===== src/rtl/kvl_pkg.sv =====
// Shared types and constants for the keyframe vector interpolation core.
// No dependencies; every module of the block imports this package.
package kvl_pkg;

  localparam int KVL_MAX_KEYS = 64;   // default keyframe table depth
  localparam int KCW          = 7;    // width of the key count register
  localparam int SLOT_W       = 6;
  localparam int TIME_W       = 24;   // unsigned Q16.8
  localparam int VAL_W        = 32;   // signed Q16.16
  localparam int FRAC_W       = 16;   // interpolation factor, Q0.16
  localparam int SEG_W        = 6;
  localparam int STATUS_W     = 2;
  localparam int S_TDATA_W    = 128;
  localparam int M_TDATA_W    = 104;

  // Operation carried in the input tuser bit.
  localparam logic OP_LOAD  = 1'b0;
  localparam logic OP_QUERY = 1'b1;

  typedef enum logic [STATUS_W-1:0] {
    STATUS_INSIDE = 2'd0,
    STATUS_BEFORE = 2'd1,
    STATUS_AFTER  = 2'd2
  } kvl_status_e;

  typedef enum logic [1:0] {
    COMP_X,
    COMP_Y,
    COMP_Z
  } kvl_comp_e;

  typedef enum logic [2:0] {
    ST_IDLE,
    ST_FIRST,
    ST_SCAN,
    ST_DIV,
    ST_MUL,
    ST_ADD,
    ST_DONE
  } kvl_state_e;

  // One keyframe as it sits in the table.
  typedef struct packed {
    logic signed [VAL_W-1:0] val_z;
    logic signed [VAL_W-1:0] val_y;
    logic signed [VAL_W-1:0] val_x;
    logic [TIME_W-1:0]       key_time;
  } kvl_key_t;

  localparam int KEY_W = $bits(kvl_key_t);

endpackage


===== src/rtl/kvl_div.sv =====
// Restoring divider that produces a Q0.16 factor one quotient bit per cycle.
// The numerator must be below the denominator. Depends on kvl_pkg for widths.
module kvl_div
  import kvl_pkg::*;
(
  input  logic              clk_i,
  input  logic              rst_ni,
  input  logic              start_i,
  input  logic [TIME_W-1:0] num_i,
  input  logic [TIME_W-1:0] den_i,
  output logic              done_o,
  output logic [FRAC_W-1:0] quot_o
);

  localparam int CNT_W = $clog2(FRAC_W + 1);

  logic              busy_q, done_q;
  logic [CNT_W-1:0]  cnt_q;
  logic [TIME_W-1:0] rem_q, rem_d, den_q;
  logic [FRAC_W-1:0] quo_q;
  logic [TIME_W:0]   shifted;
  logic              fits;

  // Shift in a zero, then subtract the divisor when it fits.
  always_comb begin
    shifted = {rem_q, 1'b0};
    fits    = shifted >= {1'b0, den_q};
    rem_d   = fits ? TIME_W'(shifted - {1'b0, den_q}) : shifted[TIME_W-1:0];
  end

  always_ff @(posedge clk_i or negedge rst_ni) begin
    if (!rst_ni) begin
      busy_q <= 1'b0;
      done_q <= 1'b0;
      cnt_q  <= '0;
    end else begin
      done_q <= 1'b0;
      if (start_i) begin
        busy_q <= 1'b1;
        cnt_q  <= CNT_W'(FRAC_W);
      end else if (busy_q) begin
        cnt_q <= cnt_q - CNT_W'(1);
        if (cnt_q == CNT_W'(1)) begin
          busy_q <= 1'b0;
          done_q <= 1'b1;
        end
      end
    end
  end

  always_ff @(posedge clk_i) begin
    if (start_i) begin
      rem_q <= num_i;
      den_q <= den_i;
      quo_q <= '0;
    end else if (busy_q) begin
      rem_q <= rem_d;
      quo_q <= {quo_q[FRAC_W-2:0], fits};
    end
  end

  assign done_o = done_q;
  assign quot_o = quo_q;

endmodule


===== config.mk =====
export PLATFORM = sky130hd
export DESIGN_NAME = kvl_div
export DESIGN_NICKNAME = d
export VERILOG_FILES = /design/src/rtl/kvl_pkg.sv /design/src/rtl/kvl_div.sv
export SDC_FILE = /design/constraint.sdc
export NUM_CORES = 1
export LEC_CHECK = 0
export BUFFER_PORTS_ARGS = -buffer_cell sky130_fd_sc_hd__buf_2
export CORE_MARGIN = 1.5
export CORE_UTILIZATION = 61
export CTS_CLUSTER_DIAMETER = 150
export DETAILED_ROUTE_END_ITERATION = 16
export GPL_TIMING_DRIVEN = 0
export HOLD_SLACK_MARGIN = 0.1
export PLACE_DENSITY = 0.85
export SLEW_MARGIN = 10
export SYNTH_ARGS = -nofsm -noshare
export SYNTH_HDL_FRONTEND = slang
export SYNTH_SLANG_ARGS = --single-unit
export TNS_END_PERCENT = 50

===== constraint.sdc =====
create_clock -name clk_i -period 8.2 [get_ports clk_i]
set_clock_uncertainty 0.2 [all_clocks]
set_input_delay 1.64 -clock clk_i [delete_from_list [all_inputs] [get_ports clk_i]]
set_output_delay 1.64 -clock clk_i [all_outputs]
set_load 0.05 [all_outputs]

==> flow_metrics.py, run 1 <==
metrics = {
    "synthesis": {
        "yosysTopAreaCellShare": 0.3396,
        "ys_seq_area_frac": 0.4564,
        "synth.avg_cell_area_sq_um": 10.01,
        "synth-edff-count": 48,
        "async_flop_share": 0.09859,
        "yosys_most_used_dff": "edfxtp_1",
        "ys_warn_count": 0,
        "syn-num-nets": 502,
        "syn_area_sq_um": 4244,
        "synth.area.top_cells": "edfxtp_1 34%, ha_1 7.7%, dfxtp_1 7.5%",
        "syn_inst": 424,
        "synth-seq-cells": 71,
        "yosysTopAreaCell": "edfxtp_1",
        "ys_types": 63,
    },
    "floorplan": {
        "core_sq_um": 6756,
        "pin_count": 68,
        "die_h_um": 86.41,
        "die_x_um": 86.41,
        "die_area_sq_um": 7467,
        "start_util": 0.6281,
        "rows": 30,
    },
    "sta": {
        "hold_violations": 0,
        "post-route-min-period_ns": 3.578,
        "finalSetupViolations": 0,
        "tightest_slew_ns": 0.7276,
        "finalCritPeriodShare": 0.4364,
        "slew_viol_final": 0,
        "fmax_mhz": 279.5,
        "setup_ws_ns": 4.622,
        "slew_headroom": 0.5149,
        "rsz0062_at_grt": "false",
        "tns_ns": 0,
        "hold_slack_ns": 0.3114,
    },
    "cells_and_area": {
        "syn_to_final_growth_pct": 15.54,
        "fin_area_sq_um": 4903,
        "nNetsFinal": 580,
        "antennaDiodeCount": 0,
        "layout-drive-gt1-share": 0.2209,
        "postLayoutCoreUtil": 0.7257,
        "final_common_cell": "buf_2",
        "mostFrequentLayoutCells": "70 x buf_2, 51 x nor2_1, 48 x edfxtp_1",
        "fin_cells": 587,
    },
    "pwr": {
        "vdd_ir_drop_max_mv": 0.2323,
        "p_clk_frac": 0.180,
        "power_mw": 1.697,
        "p_leak_nw": 2.247,
        "pwr-share-comb": 0.503,
        "cellPowerDensity_nw_per_um2": 346.2,
        "seqPwrFrac": 0.317,
        "p_sw_frac": 0.4048,
        "p_sw_mw": 0.6870,
        "p_int_mw": 1.010,
    },
    "min_path": {
        "hold_class": "reg -> reg",
        "min_path_cells": 2,
        "whs_endpoint": "quot_o[15]$_SDFFE_PP0P_",
        "min_from": "quot_o[15]$_SDFFE_PP0P_",
    },
    "critical_path": {
        "critPathRequiredTime_ns": 7.98,
        "reg2reg_to": "rem_q[12]$_DFFE_PP_",
        "crit_chain": "buf_2 -> clkbuf_1 -> or2_2",
        "reg2reg_from": "rem_q[0]$_DFFE_PP_",
        "rr_worst_depth": 10,
        "start_kind": "primary input",
        "crit_path_max_incr_delay_ns": 0.63,
        "cpMaxStageDelayCell": "or2_2",
        "criticalPathCategory": "in -> reg",
        "arrival_ns": 3.36,
        "reg2reg_setup_slack_ns": 5.06,
        "worst-path-max-fanout": 30,
        "cp-end-kind": "flop",
    },
    "clocking": {
        "cts_setup_buffers": 0,
        "htreeDepth": 3,
        "worstSkewPairLatency_ns": 0.35,
        "clock_sinks": 71,
        "cts_resized": 0,
        "clk_path_buf_depth": 2,
        "cts_root_buf": "clkbuf_8",
        "cts_buffers": 9,
        "ctsHoldBuffers": 0,
        "clkTransAtPathRegs_ns": 0.07,
        "cts_tree": "yes",
    },
    "placement": {
        "port_buffers": 67,
        "place_congestion": 0.9334,
        "dp_slack_ns": 4.242,
        "hpwl_um": 7130,
        "dp_cells": 571,
        "placed_area_sq_um": 4679,
    },
    "global_routing": {
        "antenna_found_initial": 0,
        "grt_pass1_wl_um": 16150,
        "grt_use_total": 0.2836,
        "overflow": 0,
        "grt_max_degree": 31,
        "grt_pass1_vias": 3532,
    },
    "drt": {
        "wl_um": 9977,
        "drc_errors": 0,
        "final_antenna_net_count": 0,
        "wl_per_cell_um": 17.00,
        "dr.pass1.iters": 5,
        "vias": 3579,
        "viasPerCell": 6.097,
        "drt_iter0_drc": 251,
    },
    "run_status": {
        "status": "complete, no violations",
    },
    "job": {
        "maxCapViolations": 0,
    },
}
-- metal layers --
metal / routed length, um / global-route usage
met2: 4958 / 0.4901
met1: 4043 / 0.3369
met5: 0 / 0
met4: 271 / 0.1041
met3: 703 / 0.08095
-- kinds of logic (layout without fill, tap and decap cells) --
group	after synthesis	after routing	share of synthesized area
XOR/XNOR	15	15	0.03096
adder cells (fa/ha/maj)	27	27	0.08137
flip-flops	71	71	0.4564
AND/OR/NAND/NOR	153	153	0.1881
AO/OA/AOI/OAI	88	88	0.1459
buffers and inverters	51	134	0.05218
multiplexers	19	19	0.04511
-- cell usage after synthesis (7+ instances only) --
cell type	n
nand2_1	40
nor4b_1	9
dfxtp_1	16
a31oi_1	14
mux2i_1	18
clkbuf_1	8
inv_1	33
a21oi_1	21
nor2_1	51
edfxtp_1	48
ha_1	26
nor3_1	8
o21ai_0	15
xnor2_1	8
nand3_1	8
xor2_1	7
dfrtp_1	7
-- sequential cells by signal (all words and copies together), names as in the netlist --
signal / flops
busy_q: 1
cnt_q: 5
den_q: 24
done_o: 1
quot_o: 16
rem_q: 24
-- critical path: cells and delay by family --
kind,cells,cell delay (ns)
and+or+nand+nor,1,0.63
buffers and inverters,2,1.07
-- power by group through the flow --
stage | logic (mW) | clock network (mW) | registers, mW
global route | 0.934 | 0.323 | 0.547
finish | 0.854 | 0.305 | 0.538
floorplan | 0.639 | 0 | 0.545
global placement | 0.793 | 0 | 0.538
CTS | 0.841 | 0.309 | 0.536
detailed placement | 0.831 | 0 | 0.541
-- worst max path at each step --
stage / depth (start not counted) / endpoint / start
CTS: 3 / rem_q[6]$_DFFE_PP_ / start_i
detailed placement: 3 / rem_q[19]$_DFFE_PP_ / start_i
floorplan: 2 / rem_q[0]$_DFFE_PP_ / start_i
global placement: 3 / rem_q[20]$_DFFE_PP_ / start_i
finish: 3 / rem_q[6]$_DFFE_PP_ / start_i
global route: 3 / rem_q[6]$_DFFE_PP_ / start_i
-- final cells by class --
type                            count  area, sq um
Fill cell                         503         1853
Timing Repair Buffer               67        335.3
Multi-Input combinational cell    302         2086
Clock buffer                       11        162.7
Sequential cell                    71         1937
Buffer                             17        93.84
Clock inverter                      5        61.31
Inverter                           34        127.6
Tap cell                           80        100.1
Note: power is estimated with default switching activity, not from simulation.
==> run 2, diff against run 1 <==
--- a/config.mk
+++ b/config.mk
@@ -7,12 +7,12 @@
 export LEC_CHECK = 0
 export BUFFER_PORTS_ARGS = -buffer_cell sky130_fd_sc_hd__buf_2
 export CORE_MARGIN = 1.5
-export CORE_UTILIZATION = 61
+export CORE_UTILIZATION = 57
 export CTS_CLUSTER_DIAMETER = 150
 export DETAILED_ROUTE_END_ITERATION = 16
 export GPL_TIMING_DRIVEN = 0
 export HOLD_SLACK_MARGIN = 0.1
-export PLACE_DENSITY = 0.85
+export PLACE_DENSITY = 0.8
 export SLEW_MARGIN = 10
 export SYNTH_ARGS = -nofsm -noshare
 export SYNTH_HDL_FRONTEND = slang
==> constraint.sdc (replaced) <==
create_clock -name clk_i -period 3.71 [get_ports clk_i]
set_clock_uncertainty 0.2 [all_clocks]
set_input_delay 0.742 -clock clk_i [delete_from_list [all_inputs] [get_ports clk_i]]
set_output_delay 0.742 -clock clk_i [all_outputs]
set_load 0.05 [all_outputs]
==> run 2 against run 1 <==
Against the previous run:
- combinational power up 120%
- setup slack worse by 4.1 ns
- utilization down 4.2 points
- via count down 1.3%
- sequential share of layout area down 0.21 points
- global-route usage down 1.6 points
- routed wire length down 1.2%
- critical path type is now reg -> reg
- critical endpoint is now rem_q[12]$_DFFE_PP_
- largest cell class unchanged
==> flow_metrics.py, run 2 (same netlist as run 1, synthesis figures left out) <==
metrics = {
    "clocking": {
        "clk_path_buf_depth": 2,
        "cts_buffers": 9,
        "clock_sinks": 71,
        "worstSkewPairLatency_ns": 0.36,
        "cts_root_buf": "clkbuf_8",
        "cts_tree": "yes",
        "cts_setup_buffers": 0,
        "clkTransAtPathRegs_ns": 0.08,
        "htreeDepth": 3,
    },
    "min_path": {
        "hold_class": "reg -> reg",
        "min_path_cells": 2,
        "min_from": "quot_o[15]$_SDFFE_PP0P_",
        "whs_endpoint": "quot_o[15]$_SDFFE_PP0P_",
    },
    "run_status": {
        "status": "complete, no violations",
    },
    "critical_path": {
        "start_kind": "flop",
        "crit_chain": "ha_1 -> a2111oi_0 -> a21oi_1 -> o21ai_2 -> o31a_4 -> o211ai_4 -> nor2_4 -> buf_4 -> nand2_1 -> a31oi_1",
        "critPathRequiredTime_ns": 3.70,
        "reg2reg_setup_slack_ns": 0.57,
        "reg2reg_to": "rem_q[12]$_DFFE_PP_",
        "worst-path-max-fanout": 10,
        "crit_path_max_incr_delay_ns": 0.50,
        "reg2reg_from": "rem_q[5]$_DFFE_PP_",
        "arrival_ns": 3.13,
        "cpMaxStageDelayCell": "a2111oi_0",
        "cp-end-kind": "flop",
        "criticalPathCategory": "reg -> reg",
        "rr_worst_depth": 10,
    },
    "placement": {
        "port_buffers": 67,
        "hpwl_um": 6985,
        "placed_area_sq_um": 4703,
        "place_congestion": 0.9248,
        "dp_cells": 590,
    },
    "floorplan": {
        "core_sq_um": 7214,
        "die_h_um": 89.29,
        "pin_count": 68,
        "rows": 31,
        "start_util": 0.5883,
        "die_area_sq_um": 7973,
        "die_x_um": 89.29,
    },
    "sta": {
        "hold_slack_ns": 0.2942,
        "fmax_mhz": 318.4,
        "slew_viol_final": 0,
        "rsz0062_at_grt": "false",
        "finalSetupViolations": 0,
        "hold_violations": 0,
        "tightest_slew_ns": 0.7381,
        "post-route-min-period_ns": 3.141,
        "finalCritPeriodShare": 0.8467,
        "tns_ns": 0,
        "slew_headroom": 0.5079,
    },
    "drt": {
        "viasPerCell": 5.819,
        "drc_errors": 0,
        "vias": 3532,
        "dr.pass1.iters": 5,
        "final_antenna_net_count": 0,
        "wl_um": 9856,
        "drt_iter0_drc": 278,
        "wl_per_cell_um": 16.24,
    },
    "pwr": {
        "p_leak_nw": 2.241,
        "cellPowerDensity_nw_per_um2": 756.2,
        "vdd_ir_drop_max_mv": 0.3082,
    },
    "global_routing": {
        "antenna_found_initial": 0,
        "grt_pass1_vias": 3511,
        "grt_use_total": 0.2681,
        "grt_pass1_wl_um": 15900,
        "grt_max_degree": 31,
        "overflow": 0,
    },
    "cells_and_area": {
        "nNetsFinal": 581,
        "syn_to_final_growth_pct": 16.16,
        "antennaDiodeCount": 0,
        "mostFrequentLayoutCells": "70 x buf_2, 51 x nor2_1, 48 x edfxtp_1",
        "fin_area_sq_um": 4930,
        "layout-drive-gt1-share": 0.2185,
        "final_common_cell": "buf_2",
        "fin_cells": 607,
        "nFillCells": 609,
    },
    "job": {
        "maxCapViolations": 0,
    },
}
-- run 2: timing repair --
action	CTS	global route
hold endpoints to repair	7	0
hold buffers	1	0
gates resized for setup	0	0
-- run 2: power breakdown --
group / total (mW) / switching (mW) / leakage, nW / internal (mW)
Clock: 0.665 / 0.309 / 0.105 / 0.356
Sequential: 1.19 / 0.108 / 0.698 / 1.08
Combinational: 1.88 / 1.10 / 1.44 / 0.782
Total: 3.73 / 1.51 / 2.24 / 2.22
-- run 2: metrics by stage --
step | total power, mW | utilization | worst slack [ns]
finish | 3.728 | 0.6833 | 0.5688
global route | 3.992 | 0.6833 | 0.3762
CTS | 3.698 | 0.6833 | 0.6624
detailed placement | 3.019 | 0.6519 | 0.6202
global placement | 2.951 | 0.6519 | 0.6551
floorplan | 2.618 | - | 1.013
-- run 2: final cells by class --
class	instances	area, sq um	share of cell area
multi-input cells	302	2086	0.4231
flip-flops and latches	71	1937	0.3929
repair buffers	68	345.3	0.07005
clock buffers	11	152.6	0.03096
inverters	34	127.6	0.02589
well taps	99	123.9	0.02513
plain buffers	17	93.84	0.01904
clock inverters	5	63.81	0.01294
-- run 2: how the worst max path moves through the flow --
stage / startpoint / endpoint / slack [ns] / depth (start not counted)
after global placement: start_i / rem_q[20]$_DFFE_PP_ / 0.66 / 3
final: rem_q[5]$_DFFE_PP_ / rem_q[12]$_DFFE_PP_ / 0.57 / 10
after global routing: rem_q[12]$_DFFE_PP_ / rem_q[8]$_DFFE_PP_ / 0.38 / 11
after detailed placement: start_i / rem_q[6]$_DFFE_PP_ / 0.62 / 3
after floorplan: rem_q[5]$_DFFE_PP_ / rem_q[11]$_DFFE_PP_ / 1.01 / 9
after CTS: rem_q[5]$_DFFE_PP_ / rem_q[7]$_DFFE_PP_ / 0.66 / 10
-- run 2: worst max-delay path: cells and delay by family, from the launching register on --
kind | cells | cell delay, ns
AO/OA/AOI/OAI | 6 | 1.27
adder cells (fa/ha/maj) | 1 | 0.39
buffers and inverters | 1 | 0.29
flip-flops | 1 | 0.41
AND/OR/NAND/NOR | 2 | 0.40
-- run 2: metal layers --
metal / part of all wire / global-route usage / vias up
li1: - / - / 1696
met4: 0.036 / 0.1413 / 0
met3: 0.076 / 0.07572 / 37
met2: 0.47 / 0.4375 / 146
met5: 0 / 0 / -
met1: 0.42 / 0.3232 / 1653
